--- config.mk ---
export PLATFORM = sky130hd
export DESIGN_NAME = sorted_key_list
export DESIGN_NICKNAME = d
export VERILOG_FILES = /design/src/hw/rtl/skl_pkg.sv /design/src/hw/rtl/sorted_key_list.sv
export SDC_FILE = /design/constraint.sdc
export NUM_CORES = 1
export LEC_CHECK = 0
export ABC_CLOCK_PERIOD_IN_PS = 5800
export BUFFER_PORTS_ARGS = -buffer_cell sky130_fd_sc_hd__buf_2
export CAP_MARGIN = 20
export CORE_MARGIN = 4
export CORE_UTILIZATION = 51
export DETAILED_ROUTE_END_ITERATION = 7
export PLACE_DENSITY = 0.76
export RECOVER_POWER = 100
export REMOVE_ABC_BUFFERS = 1
export SYNTH_ARGS = -nofsm -noshare
export SYNTH_HDL_FRONTEND = slang
export SYNTH_SLANG_ARGS = --single-unit
--- constraint.sdc ---
create_clock -name clock -period 5.8 [get_ports clock]
set_clock_uncertainty 0.05 [all_clocks]
set_input_delay 0.29 -clock clock [delete_from_list [all_inputs] [get_ports clock]]
set_output_delay 0.29 -clock clock [all_outputs]
set_load 0.02 [all_outputs]
--- src/hw/rtl/skl_pkg.sv ---
package skl_pkg;

   localparam int KEY_W = 32;

   typedef enum logic [1:0] {
      OP_INSERT = 2'd0,
      OP_REMOVE = 2'd1,
      OP_DUMP   = 2'd2,
      OP_CLEAR  = 2'd3
   } op_type;

   typedef enum logic [1:0] {
      STATUS_OK        = 2'd0,
      STATUS_EMPTY     = 2'd1,
      STATUS_NOT_FOUND = 2'd2,
      STATUS_FULL      = 2'd3
   } status_type;

   typedef enum logic [2:0] {
      ST_IDLE,
      ST_INS_READ,
      ST_INS_CMP,
      ST_REM_READ,
      ST_REM_CMP,
      ST_SHF_READ,
      ST_SHF_WRITE,
      ST_DUMP
   } state_type;

endpackage

--- src/hw/rtl/sorted_key_list.sv ---
// clear, full insert and empty cases strobe their result in the cycle after the accept edge
// insert: reads keys from the top down, moves each one not smaller up a slot, then writes the key
// remove: reads and compares keys from slot zero, then moves each later key down; a miss ends at the last key
// dump: keys are read and strobed one per cycle; next accept in last strobe cycle
// the key table has one read and one write port with a registered read; one shared compare unit
// synchronous reset empties the table and clears control; the receiver cannot stall
module sorted_key_list #(
   parameter int CAPACITY = 16
) (
   input  logic               clock,
   input  logic               reset,
   input  logic               start,
   output logic               busy,
   input  logic [1:0]         req_operation,
   input  logic signed [31:0] req_key,
   output logic               rsp_valid,
   output logic [1:0]         rsp_status,
   output logic signed [31:0] rsp_key_out,
   output logic               rsp_last
);
   import skl_pkg::*;

   localparam int IDX_W = (CAPACITY > 1) ? $clog2(CAPACITY) : 1;
   localparam int CNT_W = $clog2(CAPACITY + 1);
   localparam logic [CNT_W-1:0] CAP_CNT = CNT_W'(CAPACITY);
   localparam logic [CNT_W-1:0] ONE     = CNT_W'(1);

   state_type state_ff, state_in;
   logic [CNT_W-1:0] count_ff, count_in;
   logic [CNT_W-1:0] idx_ff, idx_in;
   logic signed [KEY_W-1:0] key_ff, key_in;

   // key table, single write and single read port
   logic signed [KEY_W-1:0] keys_ff [CAPACITY];
   logic signed [KEY_W-1:0] rd_data_ff;
   logic                    rd_en, wr_en;
   logic [IDX_W-1:0]        rd_addr, wr_addr;
   logic signed [KEY_W-1:0] wr_data;

   logic             rsp_valid_ff, rsp_valid_in;
   logic             rsp_mem_sel_ff, rsp_mem_sel_in;
   status_type       rsp_status_ff, rsp_status_in;
   logic signed [KEY_W-1:0] rsp_key_ff, rsp_key_in;
   logic             rsp_last_ff, rsp_last_in;

   logic             accept;
   op_type           req_op;
   logic [CNT_W-1:0] idx_dec, idx_inc;
   logic             stored_less, stored_equal, idx_at_end;

   assign accept  = start && (state_ff == ST_IDLE);
   assign req_op  = op_type'(req_operation);
   assign idx_dec = idx_ff - ONE;
   assign idx_inc = idx_ff + ONE;

   // the one shared compare unit, stored key against the request key
   assign stored_less  = rd_data_ff < key_ff;
   assign stored_equal = rd_data_ff == key_ff;
   assign idx_at_end   = idx_inc == count_ff;

   always_comb begin
      state_in = state_ff;
      case (state_ff)
         ST_IDLE: begin
            if (accept) begin
               case (req_op)
                  OP_INSERT: if (count_ff != CAP_CNT) state_in = ST_INS_READ;
                  OP_REMOVE: if (count_ff != '0) state_in = ST_REM_READ;
                  OP_DUMP:   if (count_ff != '0) state_in = ST_DUMP;
                  default:   state_in = ST_IDLE;
               endcase
            end
         end
         ST_INS_READ:  state_in = (idx_ff == '0) ? ST_IDLE : ST_INS_CMP;
         ST_INS_CMP:   state_in = stored_less ? ST_IDLE : ST_INS_READ;
         ST_REM_READ:  state_in = ST_REM_CMP;
         ST_REM_CMP: begin
            if (stored_equal) state_in = ST_SHF_READ;
            else if (idx_at_end) state_in = ST_IDLE;
            else state_in = ST_REM_READ;
         end
         ST_SHF_READ:  state_in = idx_at_end ? ST_IDLE : ST_SHF_WRITE;
         ST_SHF_WRITE: state_in = ST_SHF_READ;
         ST_DUMP:      state_in = idx_at_end ? ST_IDLE : ST_DUMP;
         default:      state_in = ST_IDLE;
      endcase
   end

   always_comb begin
      count_in       = count_ff;
      idx_in         = idx_ff;
      key_in         = key_ff;
      rd_en          = 1'b0;
      rd_addr        = idx_ff[IDX_W-1:0];
      wr_en          = 1'b0;
      wr_addr        = idx_ff[IDX_W-1:0];
      wr_data        = key_ff;
      rsp_valid_in   = 1'b0;
      rsp_mem_sel_in = 1'b0;
      rsp_status_in  = STATUS_OK;
      rsp_key_in     = '0;
      rsp_last_in    = 1'b1;
      case (state_ff)
         ST_IDLE: begin
            if (accept) begin
               key_in = req_key;
               idx_in = '0;
               case (req_op)
                  OP_INSERT: begin
                     idx_in = count_ff;
                     if (count_ff == CAP_CNT) begin
                        rsp_valid_in  = 1'b1;
                        rsp_status_in = STATUS_FULL;
                     end
                  end
                  OP_REMOVE, OP_DUMP: begin
                     if (count_ff == '0) begin
                        rsp_valid_in  = 1'b1;
                        rsp_status_in = STATUS_EMPTY;
                     end
                  end
                  default: begin
                     count_in     = '0;
                     rsp_valid_in = 1'b1;
                  end
               endcase
            end
         end
         ST_INS_READ: begin
            if (idx_ff == '0) begin
               wr_en        = 1'b1;
               count_in     = count_ff + ONE;
               rsp_valid_in = 1'b1;
            end else begin
               rd_en   = 1'b1;
               rd_addr = idx_dec[IDX_W-1:0];
            end
         end
         ST_INS_CMP: begin
            // keys not smaller than the new one move up a slot
            wr_en = 1'b1;
            if (stored_less) begin
               count_in     = count_ff + ONE;
               rsp_valid_in = 1'b1;
            end else begin
               wr_data = rd_data_ff;
               idx_in  = idx_dec;
            end
         end
         ST_REM_READ: rd_en = 1'b1;
         ST_REM_CMP: begin
            if (!stored_equal) begin
               if (idx_at_end) begin
                  rsp_valid_in  = 1'b1;
                  rsp_status_in = STATUS_NOT_FOUND;
               end else begin
                  idx_in = idx_inc;
               end
            end
         end
         ST_SHF_READ: begin
            if (idx_at_end) begin
               count_in     = count_ff - ONE;
               rsp_valid_in = 1'b1;
               rsp_key_in   = key_ff;
            end else begin
               rd_en   = 1'b1;
               rd_addr = idx_inc[IDX_W-1:0];
            end
         end
         ST_SHF_WRITE: begin
            wr_en   = 1'b1;
            wr_data = rd_data_ff;
            idx_in  = idx_inc;
         end
         ST_DUMP: begin
            // read data lands next cycle, right when the strobe is up
            rd_en          = 1'b1;
            rsp_valid_in   = 1'b1;
            rsp_mem_sel_in = 1'b1;
            rsp_last_in    = idx_at_end;
            idx_in         = idx_inc;
         end
         default: ;
      endcase
   end

   always_ff @(posedge clock) begin
      if (wr_en) keys_ff[wr_addr] <= wr_data;
      if (rd_en) rd_data_ff <= keys_ff[rd_addr];
   end

   always_ff @(posedge clock) begin
      if (reset) begin
         state_ff     <= ST_IDLE;
         count_ff     <= '0;
         rsp_valid_ff <= 1'b0;
      end else begin
         state_ff     <= state_in;
         count_ff     <= count_in;
         rsp_valid_ff <= rsp_valid_in;
      end
      idx_ff         <= idx_in;
      key_ff         <= key_in;
      rsp_mem_sel_ff <= rsp_mem_sel_in;
      rsp_status_ff  <= rsp_status_in;
      rsp_key_ff     <= rsp_key_in;
      rsp_last_ff    <= rsp_last_in;
   end

   assign busy        = state_ff != ST_IDLE;
   assign rsp_valid   = rsp_valid_ff;
   assign rsp_status  = rsp_status_ff;
   assign rsp_key_out = rsp_mem_sel_ff ? rd_data_ff : rsp_key_ff;
   assign rsp_last    = rsp_last_ff;

   a_count_bound: assert property (@(posedge clock) disable iff (reset)
      count_ff <= CAP_CNT)
      else $error("entry count above capacity");

   a_dump_stream: assert property (@(posedge clock) disable iff (reset)
      rsp_valid && !rsp_last |=> rsp_valid)
      else $error("gap inside a dump stream");

   a_accept_progress: assert property (@(posedge clock) disable iff (reset)
      start && !busy |=> busy || rsp_valid)
      else $error("accepted transaction neither running nor answered");

   a_rsp_while_busy: assert property (@(posedge clock) disable iff (reset)
      rsp_valid |-> !busy || state_ff == ST_DUMP)
      else $error("result strobe during a table update");

   a_full_status: assert property (@(posedge clock) disable iff (reset)
      rsp_valid && rsp_status == STATUS_FULL |-> count_ff == CAP_CNT)
      else $error("full reported on a table with room");

endmodule

==> results of run 1 <==
==> kinds of logic (layout without fill, tap and decap cells) <==
| group | count (synthesis) | count (layout) | share of synthesized area |
|---|---|---|---|
| other | 0 | 1 | 0 |
| muxes | 198 | 198 | 0.0800 |
| buffers and inverters | 164 | 313 | 0.0262 |
| DFF | 626 | 626 | 0.710 |
| AOI/OAI and AO/OA | 397 | 397 | 0.0990 |
| and+or+nand+nor | 332 | 332 | 0.0560 |
| adders and majority gates | 46 | 46 | 0.0226 |
| xor gates and xnor gates | 15 | 15 | 0.00644 |
==> metrics by stage <==
step	instances	instance area (um^2)	hold slack [ps]
floorplan	1658	25300	309
CTS	2597	29400	80.7
global route	2599	29200	124
detailed placement	2450	27200	418
global placement	2450	27200	416
finish	2600	29200	122
==> how the worst max path moves through the flow <==
| stage | from | to | slack, ps | cells past startpoint |
|---|---|---|---|---|
| after floorplan | idx_ff[0] | rd_data_ff[0] | -4930 | 10 |
| after global placement | key_ff[8] | keys_ff[1][0] | 1190 | 11 |
| after detailed placement | key_ff[8] | keys_ff[7][0] | 1100 | 11 |
| after CTS | key_ff[8] | keys_ff[6][0] | 1040 | 11 |
| after global routing | idx_ff[0] | rd_data_ff[3] | 530 | 12 |
| final | key_ff[8] | keys_ff[4][11] | 660 | 12 |
==> cell type report <==
| class | count | share of cell area |
|---|---|---|
| flip-flops and latches | 626 | 0.628 |
| diodes | 1 | 0.0000856 |
| clock buffers | 86 | 0.0568 |
| well taps | 672 | 0.0288 |
| multi-input cells | 988 | 0.236 |
| inverters | 44 | 0.00565 |
| clock inverters | 27 | 0.00676 |
| repair buffers | 156 | 0.0379 |
==> metal layers <==
layer  up-vias  GRT usage
met5         -          0
met4         0     0.0820
li1       7084          -
met3       120     0.0352
met1      7980      0.336
met2       858      0.383
==> registers in the layout (all words and copies together), names as in the netlist <==
name            cells
rsp_status          2
count_ff            5
rsp_last            1
rsp_valid           1
rd_data_ff         32
rsp_key_ff         32
state_ff            3
keys_ff           512
idx_ff              5
rsp_mem_sel_ff      1
key_ff             32
==> synthesized netlist by cell type (all sizes together) (2+ instances only) <==
cell    instances  area (um^2)
clkbuf         67          251
dfxtp          45          901
nand2         166          631
a22oi           2         15.0
nand2b         13         81.3
a21oi         158          791
ha             45          563
nand3           8         40.0
o211ai          3         22.5
and3            5         31.3
a221oi        125         1100
nor2b           5         31.3
nor2           70          263
xnor2           9         86.3
nand3b          3         22.5
mux2i         133         1330
nor3           41          205
o31ai           2         15.0
buf            53          260
a211oi          6         45.0
inv            44          165
xnor3           2         45.0
a31oi           5         31.3
nand4           7         43.8
xor2            4         35.0
edfxtp        581        17400
mux2           65          736
nor4            3         18.8
and2            4         25.0
or3             3         18.8
o221ai          2         17.5
a311oi          2         17.5
a32oi           2         17.5
o22ai           3         18.8
o21ai          77          385
o21a            2         15.0
a21o            3         22.5
==> worst register-to-register path: cells and delay by family (launching register included) <==
family                     cells  cell delay, ps
adders and majority gates      1             290
muxes                          2             800
DFF                            1             450
AOI/OAI and AO/OA              3             610
and+or+nand+nor                4            1620
buffers and inverters          2             980
==> timing repair <==
| item | 4_1_cts | 5_1_grt |
|---|---|---|
| setup endpoints to repair | 0 | 0 |
| hold buffers | 34 | 0 |
| setup buffers | 0 | 0 |
| endpoints found under the hold margin | 34 | 0 |
==> power breakdown <==
part,internal (mW),switching [mW],total [mW]
logic,2.37,4.65,7.02
clock network,2.07,1.64,3.71
registers,6.09,0.306,6.40
==> metrics.cfg, run 1 <==
[cells_and_area]
final_util=0.583
synthToLayoutAreaGrowth_pct=13.1
nets=1959
register_area_um2=18300
multiInputGateArea_um2=6910
fillers=3799
final_common_cell=edfxtp_1
final_cell_mix=edfxtp_1 (581), nand2_1 (166), a21oi_1 (157)
drive_gt1_frac=0.108

[placed_design]
place.port_buffers=73
routabilityCongestion=0.847
place_ws_ps=1100
place.detailed.hpwl_mm=35.7

[synthesis]
synth_flop_cell=edfxtp_1
yosys_warnings=0
syn_area_um2=25800
synthArstFlopShare=0
synth_edf_count=581
syn_avg_cell_area_um2=14.5
ys_types=55
ys_seq_area_frac=0.710
postSynthCellCount=1778
synth-seq-cells=626

[global_route]
grt_first_pass_wirelength_mm=97.7
grt_antenna_before_repair=0
grtUsageTotal=0.238
grt_max_degree=132
first_global_vias=15800
overflow=0

[setup_path]
r2r_end=keys_ff[4][11]
crit_path_end_kind=flop
r2r_cells=12
critPathBufInv=2
r2r-start=key_ff[8]
r2r_slack_ps=660
crit_required_ps=6070
critPathTopFamily=simple AND/OR/NAND/NOR gates
crit_type=reg -> reg
arrival_ps=5410
slowest_stage=clkbuf_1
start_kind=flop
cp_max_fo=16
path_cells=inv_1 > ha_1 > nand4_1 > nor4_1 > o21ai_0 > o211ai_1 > a311oi_1 > mux2i_1 > nor2b_1 > nor2_4 > clkbuf_1 > mux2_2
cpPeakStageDelay_ps=870

[route]
first_pass_iters=6
met2WireLength_mm=30.8
wirelength_mm=64.9
wire_per_inst_um=25.0
via_per_inst=6.17
top_layer_used=met4
initialDrtViolationCount=2236
wl_met3_mm=5.77
drc_errors=0
postRouteAntennaNets=0
vias=16000
drt-met1-wl_mm=26.4

[floorplanning]
fp-row-count=82
die_w_um=233
die_y_um=233
initial_utilization=0.515
ios=74
dieArea_um2=54300
core_area_um2=50200

[sta]
setup_ws_ps=655
fin_crit_ps=5140
worst_pin_slew_ps=3090
rsz0062_at_grt=no
timing.final.crit_share=0.887
fin_tns_setup_ps=0
slew_headroom=-1.06
setup_viol_count_final=0
slew_viol_final=352
fmax_ghz=0.194
finalHoldViolations=0

[min_path]
min_path_cells=3
worstHoldStart=req_operation[0]
min_to=rsp_status[0]
hold_class=in -> reg

[clock_network]
clockBufferDepth=3
cts_buffers=60
root_buffer=clkbuf_16
cts.sinks=626
insertion_delay_ps=630
path_clk_slew_ps=60
htreeDepth=2
cts_tree=built
post_cts_resized=0

[status]
violations=max-capacitance violations, max-slew violations
status=complete, but fails checks

[run]
maxCapViolations=17

[power_and_ir_drop]
power_density_nw_per_um2=586
ir_drop_mv=0.483
p_total_mw=17.1
leakage_nw=10.3

Note: power is estimated with default switching activity, not from simulation.
==> run 2: changes to the inputs <==
--- a/config.mk
+++ b/config.mk
@@ -9,9 +9,9 @@
 export BUFFER_PORTS_ARGS = -buffer_cell sky130_fd_sc_hd__buf_2
 export CAP_MARGIN = 20
 export CORE_MARGIN = 4
-export CORE_UTILIZATION = 51
+export CORE_UTILIZATION = 40
 export DETAILED_ROUTE_END_ITERATION = 7
-export PLACE_DENSITY = 0.76
+export PLACE_DENSITY = 0.64
 export RECOVER_POWER = 100
 export REMOVE_ABC_BUFFERS = 1
 export SYNTH_ARGS = -nofsm -noshare
==> run 2 against run 1 <==
  * The run still ends with max-capacitance violations, max-slew violations left
  * Maximum frequency down 4.6%
  * Register-to-register slack got worse by 250 ps
  * Combinational power shrank 3%
  * Worst setup slack lost 250 ps
  * Hold slack improved by 16 ps
  * Via count down 1.9%
  * Critical endpoint is now keys_ff[7][3]
  * Cell count rose by 6.7%
==> metrics.cfg, run 2 (same netlist as run 1, synthesis figures left out) <==
[status]
status=complete, but fails checks
violations=max-capacitance violations, max-slew violations

[sta]
fin_crit_ps=5400  ; +251 ps
rsz0062_at_grt=no
fmax_ghz=0.185  ; -4.6%
worst_pin_slew_ps=3140  ; +51.6 ps
timing.final.crit_share=0.930  ; +0.0432
slew_headroom=-1.10  ; -0.0421
finalHoldViolations=0  ; unchanged
whs_ps=138  ; +15.8 ps
slew_viol_final=490  ; +39%
setup_viol_count_final=0  ; unchanged
fin_tns_setup_ps=0  ; unchanged

[clock_network]
cts.sinks=626  ; unchanged
path_clk_slew_ps=60  ; about the same
cts_tree=built
cts_buffers=67  ; +12%
clockBufferDepth=3  ; unchanged
insertion_delay_ps=600  ; -30 ps
htreeDepth=3  ; +1
root_buffer=clkbuf_16

[global_route]
overflow=0  ; unchanged
first_global_vias=15200  ; -3.9%
grt_antenna_before_repair=2  ; +2
grtUsageMet2=0.306  ; -0.0774
grtUsageTotal=0.193  ; -0.0452
met3_usage=0.0366  ; +0.00138
grt_max_degree=129  ; -2.3%
grt_first_pass_wirelength_mm=98.3  ; +0.64%
busiest_layer=met2
grt.met1_usage=0.271  ; -0.0652

[cells_and_area]
final_common_cell=edfxtp_1
largest_reg_flops=512  ; unchanged
drive_gt1_frac=0.0976  ; -0.0104
nets=1958  ; -0.051%
final_area_um2=29600  ; +1.3%
final_cell_mix=edfxtp_1 (581), nand2_1 (165), a21oi_1 (157)
largest_register=keys_ff
diodes=0  ; -1
synthToLayoutAreaGrowth_pct=14.6

[setup_path]
cpPeakStageDelay_ps=2250  ; +1380 ps
r2r-start=idx_ff[0]
cp_max_fo=18  ; +2
crit_required_ps=5980  ; -90 ps
slowest_stage=nor2_1
crit_path_end_kind=flop
start_kind=flop
crit_type=reg -> reg
arrival_ps=5580  ; +170 ps
startpoint=idx_ff[0]
path_cells=inv_1 > ha_1 > nand3b_1 > o31ai_1 > nand2_1 > nor2_1 > clkbuf_2

[floorplanning]
die_y_um=262  ; +12%
fp-row-count=92  ; +12%
die_w_um=262  ; +12%
initial_utilization=0.407  ; -0.108
core_area_um2=63500  ; +27%
ios=74  ; unchanged
dieArea_um2=68700  ; +26%

[placed_design]
routabilityCongestion=0.805  ; -5.0%
place.port_buffers=73  ; unchanged
place.detailed.hpwl_mm=36.9  ; +3.4%
placed_area_um2=27400  ; +0.60%

[route]
wire_per_inst_um=24.2  ; -3.0%
wirelength_mm=67.2  ; +3.5%
postRouteAntennaNets=0  ; unchanged
first_pass_iters=5  ; -1
vias=15700  ; -1.9%
drc_errors=0  ; unchanged
via_per_inst=5.67  ; -8.1%
initialDrtViolationCount=1672  ; -25%

[power_and_ir_drop]
ir_drop_mv=0.472  ; -2.4%
power_density_nw_per_um2=589  ; +0.54%
leakage_nw=10.4  ; +1.3%

[run]
maxCapViolations=21  ; +4

[min_path]
worstHoldStart=req_operation[0]
hold_class=in -> reg

==> run 2: metal layers <==
layer  routed length [um]  vias to the layer above
met5                   25                        -
met4                 1810                        4
met3                 5180                      111
met2                31200                      645
met1                28900                     7901
li1                     -                     7070
==> run 2: repair_timing <==
| action | CTS | global route |
|---|---|---|
| gates resized for setup | 0 | 0 |
| hold buffers | 34 | 0 |
| hold endpoints to repair | 34 | 0 |
| setup buffers | 0 | 0 |
==> run 2: area by class of cell <==
type	count	area, um^2
repair buffers	148	1010
flip-flops and latches	626	18300
inverters	44	165
multi-input cells	988	6860
well taps	846	1060
fillers	5498	33900
clock buffers	84	1830
clock inverters	37	337
==> run 2: report_power, final <==
group          total [mW]  internal (mW)  switching (mW)  leakage, nW
clock network        4.21           2.48            1.74         1.05
logic                6.84           2.24            4.60         3.73
registers            6.39           6.10           0.289         5.62
==> run 2: final timing paths <==
kind / depth (start not counted) / slack [ps] / end
setup / recovery: 7 / 400 / keys_ff[7][3]
hold reg to reg: 2 / 510 / count_ff[3]
hold / removal: 3 / 140 / rsp_status[0]
setup reg to reg: 7 / 400 / keys_ff[7][3]
==> run 2: per-stage QoR <==
stage | utilization | worst slack [ps] | power [mW] | std cells
2_1_floorplan | - | -4930 | 10.5 | 1658
3_3_place_gp | 0.430 | 810 | 13.2 | 2616
3_5_place_dp | 0.430 | 584 | 13.4 | 2617
4_1_cts | 0.470 | 535 | 17.6 | 2772
5_1_grt | 0.466 | 153 | 18.4 | 2773
6_report | 0.466 | 404 | 17.4 | 2773
==> run 2: critical path: cells and delay by family (launching register included) <==
kind / cells / cell delay (ps)
and+or+nand+nor: 3 / 2620
AOI/OAI and AO/OA: 1 / 440
buffers and inverters: 2 / 1090
DFF: 1 / 540
adders and majority gates: 1 / 280
